## src/hdl/rau_pkg.sv

```systemverilog
package rau_pkg;

	localparam int DATA_WIDTH_DEF = 32;

	localparam logic [1:0] OP_ADD = 2'd0;
	localparam logic [1:0] OP_SUB = 2'd1;
	localparam logic [1:0] OP_MUL = 2'd2;
	localparam logic [1:0] OP_DIV = 2'd3;

	localparam logic [1:0] ST_OK       = 2'd0;
	localparam logic [1:0] ST_ZERO_DEN = 2'd1;
	localparam logic [1:0] ST_DIV_ZERO = 2'd2;
	localparam logic [1:0] ST_OVERFLOW = 2'd3;

	typedef enum logic [3:0] {
		S_IDLE,
		S_CHECK,
		S_FSET,
		S_GCD,
		S_DIVN,
		S_DIVD,
		S_STORE,
		S_OPSEL,
		S_MUL1,
		S_MUL2,
		S_MUL3,
		S_COMB,
		S_FIN,
		S_DONE
	} state_t;

	typedef enum logic [1:0] {
		TGT_A,
		TGT_B,
		TGT_R
	} target_t;

	typedef enum logic [1:0] {
		MUL_P1,
		MUL_P2,
		MUL_DEN
	} mul_sel_t;

	typedef struct packed {
		logic       load;
		logic       fset;
		logic       gcd_step;
		logic       div_start;
		logic       div_den;
		logic       div_step;
		logic       q_store;
		logic       store;
		target_t    target;
		logic       mul_en;
		mul_sel_t   mul_sel;
		logic       comb;
		logic       set_err;
		logic [1:0] err_code;
		logic       out_load;
	} cmd_t;

	typedef struct packed {
		logic den_zero;
		logic gcd_done;
		logic div_done;
		logic div_by_zero;
		logic ovf;
	} stat_t;

endpackage

```

## src/hdl/rau_controller.sv

```systemverilog
module rau_controller (
	input  logic           clk,
	input  logic           arst_n,
	input  logic           in_valid,
	output logic           in_stall,
	output logic           out_valid,
	input  logic           out_stall,
	input  rau_pkg::stat_t st,
	output rau_pkg::cmd_t  cmd
);

	rau_pkg::state_t  state_q, state_d;
	rau_pkg::target_t tgt_q, tgt_d;
	logic             out_valid_q;

	assign out_valid = out_valid_q;
	assign in_stall  = (state_q != rau_pkg::S_IDLE);

	always_ff @(posedge clk or negedge arst_n) begin
		if (!arst_n) begin
			state_q     <= rau_pkg::S_IDLE;
			tgt_q       <= rau_pkg::TGT_A;
			out_valid_q <= 1'b0;
		end else begin
			state_q <= state_d;
			tgt_q   <= tgt_d;
			if (cmd.out_load)
				out_valid_q <= 1'b1;
			else if (!out_stall)
				out_valid_q <= 1'b0;
		end
	end

	always_comb begin
		state_d    = state_q;
		tgt_d      = tgt_q;
		cmd        = '0;
		cmd.target = tgt_q;
		cmd.mul_sel = rau_pkg::MUL_P1;
		case (state_q)
			rau_pkg::S_IDLE: begin
				if (in_valid) begin
					cmd.load = 1'b1;
					state_d  = rau_pkg::S_CHECK;
				end
			end
			rau_pkg::S_CHECK: begin
				if (st.den_zero) begin
					cmd.set_err  = 1'b1;
					cmd.err_code = rau_pkg::ST_ZERO_DEN;
					state_d      = rau_pkg::S_DONE;
				end else begin
					tgt_d   = rau_pkg::TGT_A;
					state_d = rau_pkg::S_FSET;
				end
			end
			rau_pkg::S_FSET: begin
				cmd.fset = 1'b1;
				state_d  = rau_pkg::S_GCD;
			end
			rau_pkg::S_GCD: begin
				if (st.gcd_done) begin
					cmd.div_start = 1'b1;
					state_d       = rau_pkg::S_DIVN;
				end else begin
					cmd.gcd_step = 1'b1;
				end
			end
			rau_pkg::S_DIVN: begin
				if (st.div_done) begin
					cmd.q_store   = 1'b1;
					cmd.div_start = 1'b1;
					cmd.div_den   = 1'b0;
					state_d       = rau_pkg::S_DIVD;
				end else begin
					cmd.div_step = 1'b1;
				end
			end
			rau_pkg::S_DIVD: begin
				cmd.div_den = 1'b1;
				if (st.div_done) begin
					cmd.q_store = 1'b1;
					state_d     = rau_pkg::S_STORE;
				end else begin
					cmd.div_step = 1'b1;
				end
			end
			rau_pkg::S_STORE: begin
				cmd.store = 1'b1;
				case (tgt_q)
					rau_pkg::TGT_A: begin
						tgt_d   = rau_pkg::TGT_B;
						state_d = rau_pkg::S_FSET;
					end
					rau_pkg::TGT_B: state_d = rau_pkg::S_OPSEL;
					default:        state_d = rau_pkg::S_FIN;
				endcase
			end
			rau_pkg::S_OPSEL: begin
				if (st.div_by_zero) begin
					cmd.set_err  = 1'b1;
					cmd.err_code = rau_pkg::ST_DIV_ZERO;
					state_d      = rau_pkg::S_DONE;
				end else begin
					state_d = rau_pkg::S_MUL1;
				end
			end
			rau_pkg::S_MUL1: begin
				cmd.mul_en  = 1'b1;
				cmd.mul_sel = rau_pkg::MUL_P1;
				state_d     = rau_pkg::S_MUL2;
			end
			rau_pkg::S_MUL2: begin
				cmd.mul_en  = 1'b1;
				cmd.mul_sel = rau_pkg::MUL_P2;
				state_d     = rau_pkg::S_MUL3;
			end
			rau_pkg::S_MUL3: begin
				cmd.mul_en  = 1'b1;
				cmd.mul_sel = rau_pkg::MUL_DEN;
				state_d     = rau_pkg::S_COMB;
			end
			rau_pkg::S_COMB: begin
				cmd.comb = 1'b1;
				tgt_d    = rau_pkg::TGT_R;
				state_d  = rau_pkg::S_FSET;
			end
			rau_pkg::S_FIN: begin
				if (st.ovf) begin
					cmd.set_err  = 1'b1;
					cmd.err_code = rau_pkg::ST_OVERFLOW;
				end
				state_d = rau_pkg::S_DONE;
			end
			rau_pkg::S_DONE: begin
				if (!out_valid_q || !out_stall) begin
					cmd.out_load = 1'b1;
					state_d      = rau_pkg::S_IDLE;
				end
			end
			default: state_d = rau_pkg::S_IDLE;
		endcase
	end

endmodule

```

## config.mk

```make
export PLATFORM = sky130hd
export DESIGN_NAME = rau_controller
export DESIGN_NICKNAME = d
export VERILOG_FILES = /design/src/hdl/rau_pkg.sv /design/src/hdl/rau_controller.sv
export SDC_FILE = /design/constraint.sdc
export NUM_CORES = 1
export LEC_CHECK = 0
export ABC_AREA = 1
export BUFFER_PORTS_ARGS = -buffer_cell sky130_fd_sc_hd__buf_4
export CORE_UTILIZATION = 45
export DETAILED_ROUTE_END_ITERATION = 10
export HOLD_SLACK_MARGIN = 0.08
export PLACE_DENSITY = 0.77
export SYNTH_ARGS = -nofsm -noshare
export SYNTH_HDL_FRONTEND = slang
export SYNTH_SLANG_ARGS = --single-unit
```

## constraint.sdc

```tcl
create_clock -name clk -period 1.5 [get_ports clk]
set_input_delay 0.3 -clock clk [delete_from_list [all_inputs] [get_ports clk]]
set_output_delay 0.3 -clock clk [all_outputs]
set_load 0.01 [all_outputs]
```

==> impl_metrics.toml, run 1 <==
[timing]
slew-limit-headroom_pct = 83.31
drv_slew = 0
setup_repair_after_global_routing_missed_its_margin = "yes"
final_period_minus_worst_setup_slack_ns = 1.655
layout_worst_path_cycle_share_pct = 110.3
final.setup_skew_ns = 0.004716
setup_slack_ns = -0.1549
maxClockFrequency_mhz = 604.3
finalSetupViolations = 14
tightest_slew_ns = 0.2504
finalHoldViolCount = 0

[logic_synthesis]
share_of_flip_flops_with_an_asynchronous_set_or_reset_after_synthesis_pct = 100.0
synthDominantAreaCellType = "dfrtp_1"
synth_cells = 112
synthesis.area_per_instance_sq_um = 5.642
synth-edff-count = 0
synth-main-ff-cell = "dfrtp_1"
synth_top_cell_area_share_pct = 27.72
synth_most_common_cell = "nand2_1"
synthesis.yosys.warnings = 0
synth_top_cells_by_count = "nand2_1 (36), nor2_1 (17), inv_1 (16)"
yosys_register_bits = 7
yosys.cell_types.count = 16
netlist_top_cells_area = "dfrtp_1 (28%), nand2_1 (21%), nor2_1 (10%), inv_1 (9.5%), nand3_1 (8.7%)"
synthesized_net_count = 121
synth-seq-area-share_pct = 27.72
syn_area_sq_um = 631.9

[outcome]
violations = "negative setup slack"
outcome = "complete, but fails checks"

[die]
initial_core_util_pct = 48.56
die_x_um = 39.47
top_level_ports = 29
placeableCoreArea_sq_um = 1301
die_area_sq_um = 1558
chipHeight_um = 39.47
floorplan.rows = 13

[cts]
numClockSinks = 7
tritoncts = "done"
clk_path_buf_depth = 2
cts_made_buffers = 3
library_cell_used_as_clock_root_buffer = "clkbuf_4"
clkSlewWorstSetupHoldPaths_ns = 0.05
htree_levels = 1
clk_latency_worst_skew_pair_ns = 0.26

[hold_path]
worst_hold_path_type = "primary input to flop"
worst_hold_path.num_cells = 3

[pwr]
leakage_nw = 0.6173
total_switching_power_w = 0.001049
clock_power_share_pct = 9.1
seqPwrFrac_pct = 23.4
ir_drop_mv = 1.544
swShare_pct = 53.38
comb_power_share_pct = 67.5
cell_internal_pwr_w = 0.0009162
cell_pwr_density_nw_per_um2 = 1881

[detailed_routing]
drt_iter0_drc = 44
avgViaCountPerCell = 5.367
antenna_left = 0
wirelength_um = 2116
via_count = 891
drt_pre_antenna_iters = 4
detail_route.drc_violations = 0
drt-wirelength-per-cell_um = 12.75

[grt]
grt_pass1_wl_um = 2725
maximum_number_of_pins_on_one_net_before_global_route_repair = 8
vias_in_the_first_global_route = 617
global_route.usage.total_pct = 26.86
grt_overflow_total = 0
antenna_found_initial = 0

[critical_path]
critical_path.endpoint_type = "output port"
reg2reg_depth = 9
setup.worst_path.start_class = "flop"
timing.critical_path.required_ns = 1.20
critPathMaxFanout = 7
timing.setup.critical_path_class = "flop to output port"
worstPathArrival_ns = 1.35

[layout]
fillerInstances = 86
finish.instance_area_sq_um = 1045
antenna_cells_inserted = 0
post_route_cells_drive_above_1_share_pct = 50.33
layout-area-overhead-vs-synth_pct = 65.35
nets = 161

[placed_design]
gp_congestion = 0.8593
place.detailed.hpwl_um = 1376
detailedPlace.worstSlack_ns = 0.08710
portBuffers = 28
post_place_instance_area_sq_um = 853.3

[flow_run]
max_cap_violations = 0
==> cells by family after synthesis <==
| group | Yosys count | share of synthesized area (%) |
|---|---|---|
| and+or+nand+nor | 74 | 50.69 |
| buffers and inverters | 21 | 13.07 |
| AOI/OAI and AO/OA | 10 | 8.515 |
| DFF | 7 | 27.72 |
==> worst paths after layout <==
kind	from	end	slack, ns
setup / recovery	state_q[0]	cmd[3]	-0.15
hold / removal	out_stall	out_valid	0.28
setup reg to reg	state_q[3]	state_q[1]	0.02
hold reg to reg	out_valid	out_valid	0.50
max in group asynchronous	arst_n	state_q[3]	0.97
min in group asynchronous	arst_n	tgt_q[0]	0.39
==> area by class of cell <==
cell class                      instances  area, sq um  share of cell area, %
Clock buffer                            3        22.52                  2.156
Clock inverter                          1        5.005                 0.4790
Inverter                               20        82.58                  7.904
Multi-Input combinational cell         84        455.4                  43.59
Sequential cell                         7        180.2                  17.25
Tap cell                               15        18.77                  1.796
Timing Repair Buffer                   36        280.3                  26.83
==> power groups by stage <==
stage               logic, W  registers, W  clock network, W
floorplan           0.000678      0.000375                 0
global placement     0.00103      0.000387                 0
detailed placement   0.00104      0.000387                 0
CTS                  0.00113      0.000409          0.000183
global route         0.00144      0.000472          0.000196
finish               0.00133      0.000461          0.000179
==> registers in the layout (all words and copies together), names as in the netlist <==
name and flops:
out_valid 1, state_q 4, tgt_q 2
==> what timing repair did <==
item                       CTS  global route
pin swaps                    5             5
setup endpoints to repair   16            19
hold buffers                 1             0
setup buffers                3             4
resized for setup           17            19
hold endpoints to repair     7             0
==> layer usage <==
| metal | GRT usage, % | part of all wire, % | vias up |
|---|---|---|---|
| met1 | 34.26 | 40 | 399 |
| met5 | 0 | 0 | - |
| li1 | - | - | 423 |
| met4 | 10.34 | 1.7 | 0 |
| met2 | 41.39 | 51 | 62 |
| met3 | 8.523 | 7.7 | 7 |
==> cell usage in the layout (no fill, tap or decap) <==
cell           count
inv_1             12
clkbuf_4           3
buf_4             33
nor2_2             6
dfrtp_2            4
nand2_1           31
nand3_1            7
nor3_1             1
buf_6              2
inv_6              1
a21oi_1            2
o21ai_0            4
dlygate4sd3_1      1
nor2_4             5
dfrtp_1            3
nand2_2            6
inv_4              1
nand2_4            2
clkinv_2           1
nor2_1            11
nand4_1            1
inv_2              6
nand3_2            4
o21ai_2            2
o21ai_1            2
==> per-stage QoR <==
step | instances | hold slack (ns) | total power (W) | utilization (%) | TNS, ns
final | 166 | 0.2765 | 0.001965 | 80.29 | -1.379
after global routing | 166 | 0.2725 | 0.002111 | 80.29 | -2.499
after CTS | 162 | 0.2620 | 0.001721 | 73.56 | -0.8618
after detailed placement | 154 | 0.1172 | 0.001427 | 65.58 | 0
after global placement | 154 | 0.1170 | 0.001418 | 65.58 | 0
after floorplan | 112 | 0.004409 | 0.001053 | - | 0
==> worst max-delay path: stages, from the launching register on <==
cell	delay [ns]
dfrtp_2	0.50
inv_2	0.10
nor2_4	0.14
nand3_2	0.13
nand3_1	0.11
buf_4	0.12
Power figures use the tool's default switching activity.
==> run 2, diff against run 1 <==
--- a/config.mk
+++ b/config.mk
@@ -5,12 +5,13 @@
 export SDC_FILE = /design/constraint.sdc
 export NUM_CORES = 1
 export LEC_CHECK = 0
-export ABC_AREA = 1
 export BUFFER_PORTS_ARGS = -buffer_cell sky130_fd_sc_hd__buf_4
-export CORE_UTILIZATION = 45
+export CELL_PAD_IN_SITES_DETAIL_PLACEMENT = 1
+export CELL_PAD_IN_SITES_GLOBAL_PLACEMENT = 1
+export CORE_UTILIZATION = 28
 export DETAILED_ROUTE_END_ITERATION = 10
 export HOLD_SLACK_MARGIN = 0.08
-export PLACE_DENSITY = 0.77
+export PLACE_DENSITY_LB_ADDON = 0.1
 export SYNTH_ARGS = -nofsm -noshare
 export SYNTH_HDL_FRONTEND = slang
 export SYNTH_SLANG_ARGS = --single-unit
==> constraint.sdc (replaced) <==
create_clock -name clk -period 1.47 [get_ports clk]
set_input_delay 0.294 -clock clk [delete_from_list [all_inputs] [get_ports clk]]
set_output_delay 0.294 -clock clk [all_outputs]
set_load 0.01 [all_outputs]
==> impl_metrics.toml, run 2 <==
[placed_design]
place.detailed.hpwl_um = 1995
post-place-cells = 165
post_place_instance_area_sq_um = 1057
portBuffers = 28
gp_congestion = 0.7977

[detailed_routing]
drt_pre_antenna_iters = 4
antenna_left = 0
drt_iter0_drc = 31
met3_length_um = 212
drt-wirelength-per-cell_um = 21.60
avgViaCountPerCell = 5.658
detailroute.wirelength.met2_um = 2110
detail_route.drc_violations = 0
via_count = 1058
wirelength_um = 4039
top_signal_layer_used = "met4"
wl_met1_um = 1490

[die]
initial_core_util_pct = 30.08
chipHeight_um = 50.99
placeableCoreArea_sq_um = 2233
die_x_um = 50.99
top_level_ports = 29
die_area_sq_um = 2599
floorplan.rows = 17

[logic_synthesis]
yosys_register_bits = 7
yosys.cell_types.count = 34
netlist_top_cells_area = "dfrtp_1 (26%), nor2_1 (8.9%), a21oi_1 (5.2%), buf_2 (4.5%), nand2b_1 (3.7%)"
synthesis.yosys.warnings = 0
syn_area_sq_um = 671.9
synth_most_common_cell = "nor2_1"
synth_cells = 93
synthesized_net_count = 102
synthesis.area_per_instance_sq_um = 7.225
synth_top_cell_area_share_pct = 26.07
synth_top_cells_by_count = "nor2_1 (16), a21oi_1 (7), dfrtp_1 (7)"
synth-main-ff-cell = "dfrtp_1"
synthDominantAreaCellType = "dfrtp_1"
synth-edff-count = 0
synth-seq-area-share_pct = 26.07
share_of_flip_flops_with_an_asynchronous_set_or_reset_after_synthesis_pct = 100.0

[critical_path]
setup.reg_to_reg.worst_slack_ns = -0.18
worstReg2RegEnd = "state_q[0]"
critical_path.endpoint_type = "output port"
timing.setup.critical_path_class = "flop to output port"
setup.worst_path.start_class = "flop"
reg2reg_depth = 6
worstReg2RegStart = "state_q[3]"
timing.critical_path.required_ns = 1.18
critPathMaxFanout = 4
worstPathArrival_ns = 1.56

[layout]
post_route_cells_drive_above_1_share_pct = 69.81
largest_reg_flops = 4
finish.instance_area_sq_um = 1439
layout-area-overhead-vs-synth_pct = 114.2
antenna_cells_inserted = 0
post_layout_nonfiller_instances = 187
fillerInstances = 261
layout_commonest_cell = "buf_4"
max_flop_register = "state_q"
final_cell_mix = "buf_4 (52), buf_6 (18), nor2_1 (6)"
nets = 169

[timing]
finalSetupViolations = 21
final_period_minus_worst_setup_slack_ns = 1.851
maxClockFrequency_mhz = 540.2
final.setup_skew_ns = 0.005091
layout_worst_path_cycle_share_pct = 125.9
drv_slew = 0
totalNegativeSetupSlack_ns = -4.420
setup_repair_after_global_routing_missed_its_margin = "yes"
slew-limit-headroom_pct = 75.97
setup_slack_ns = -0.3812
finalHoldWorstSlack_ns = 0.3704
tightest_slew_ns = 0.3605
finalHoldViolCount = 0

[cts]
tritoncts = "done"
cts_made_buffers = 3
clkSlewWorstSetupHoldPaths_ns = 0.06
numClockSinks = 7
library_cell_used_as_clock_root_buffer = "clkbuf_4"
clk_path_buf_depth = 2
htree_levels = 1
clk_latency_worst_skew_pair_ns = 0.27

[grt]
maximum_number_of_pins_on_one_net_before_global_route_repair = 14
grt_overflow_total = 0
vias_in_the_first_global_route = 1003
global_route.usage.total_pct = 26.54
antenna_found_initial = 0
grt_pass1_wl_um = 4981

[outcome]
outcome = "complete, but fails checks"
violations = "negative setup slack"

[pwr]
ir_drop_mv = 1.447
cell_pwr_density_nw_per_um2 = 2279
leakage_nw = 0.6681

[flow_run]
max_cap_violations = 0

[hold_path]
worst_hold_path_type = "primary input to asynchronous set/reset pin"
run 2: cell count changes in the layout (fill, tap and decap cells not counted), sizes merged, moves of 6 or more:
cell and delta:
nand3 -8, nand2 -33, buf +35, nor2 -6
inv -16
run 2: layout make-up:
cell class,count,area (sq um),share of cell area (%)
clock buffers,4,26.28,1.826
inverters,4,17.52,1.217
flip-flops and latches,7,177.7,12.35
multi-input cells,73,579.3,40.26
repair buffers,71,603.1,41.91
well taps,28,35.03,2.435
run 2: kinds of logic (layout without fill, tap and decap cells):
group	count (synthesis)	count (layout)	share of synthesized area, %
buffers and inverters	13	79	10.61
AOI/OAI and AO/OA	25	25	24.95
and+or+nand+nor	48	48	38.36
DFF	7	7	26.07
run 2: metrics by stage:
stage | power [W] | utilization (%) | setup WS [ns]
floorplan | 0.001268 | - | 0.003351
global placement | 0.002002 | 47.34 | -0.007435
detailed placement | 0.002031 | 47.34 | -0.02293
CTS | 0.002798 | 59.22 | -0.2819
global route | 0.003435 | 64.43 | -0.4244
finish | 0.003279 | 64.43 | -0.3812
run 2: worst max-delay path by stage:
stage	from	end	slack [ns]	depth (start not counted)
floorplan	state_q[2]	cmd[15]	0.003	4
global placement	state_q[0]	cmd[14]	-0.007	5
detailed placement	state_q[2]	cmd[15]	-0.02	4
CTS	state_q[3]	cmd[15]	-0.28	4
global route	state_q[0]	cmd[14]	-0.42	6
finish	state_q[0]	cmd[14]	-0.38	6
run 2: where the power goes:
part | internal, W | switching, W | total [W] | leakage (nW)
combinational | 0.00135 | 0.00130 | 0.00265 | 0.565
sequential | 0.000278 | 0.000150 | 0.000427 | 0.0879
clock | 0.000105 | 0.0000944 | 0.000200 | 0.0150
run 2: metal layers:
layer  vias up  GRT usage [%]
met5         -              0
met4         0          6.481
met3        20          6.845
met2        43          50.00
met1       530          28.98
li1        465              -
run 2: critical path, stage by stage (launching register included):
cell	delay, ns
dfrtp_1	0.44
buf_6	0.13
nand2_2	0.08
nor3b_2	0.19
a31oi_1	0.08
nor2_1	0.20
buf_4	0.16
run 2: repair_timing:
| item | CTS | global route |
|---|---|---|
| resized for setup | 36 | 26 |
| hold endpoints to repair | 7 | 0 |
| setup endpoints to repair | 21 | 22 |
| pin swaps | 15 | 9 |
| hold buffers | 1 | 0 |
| setup buffers | 13 | 6 |
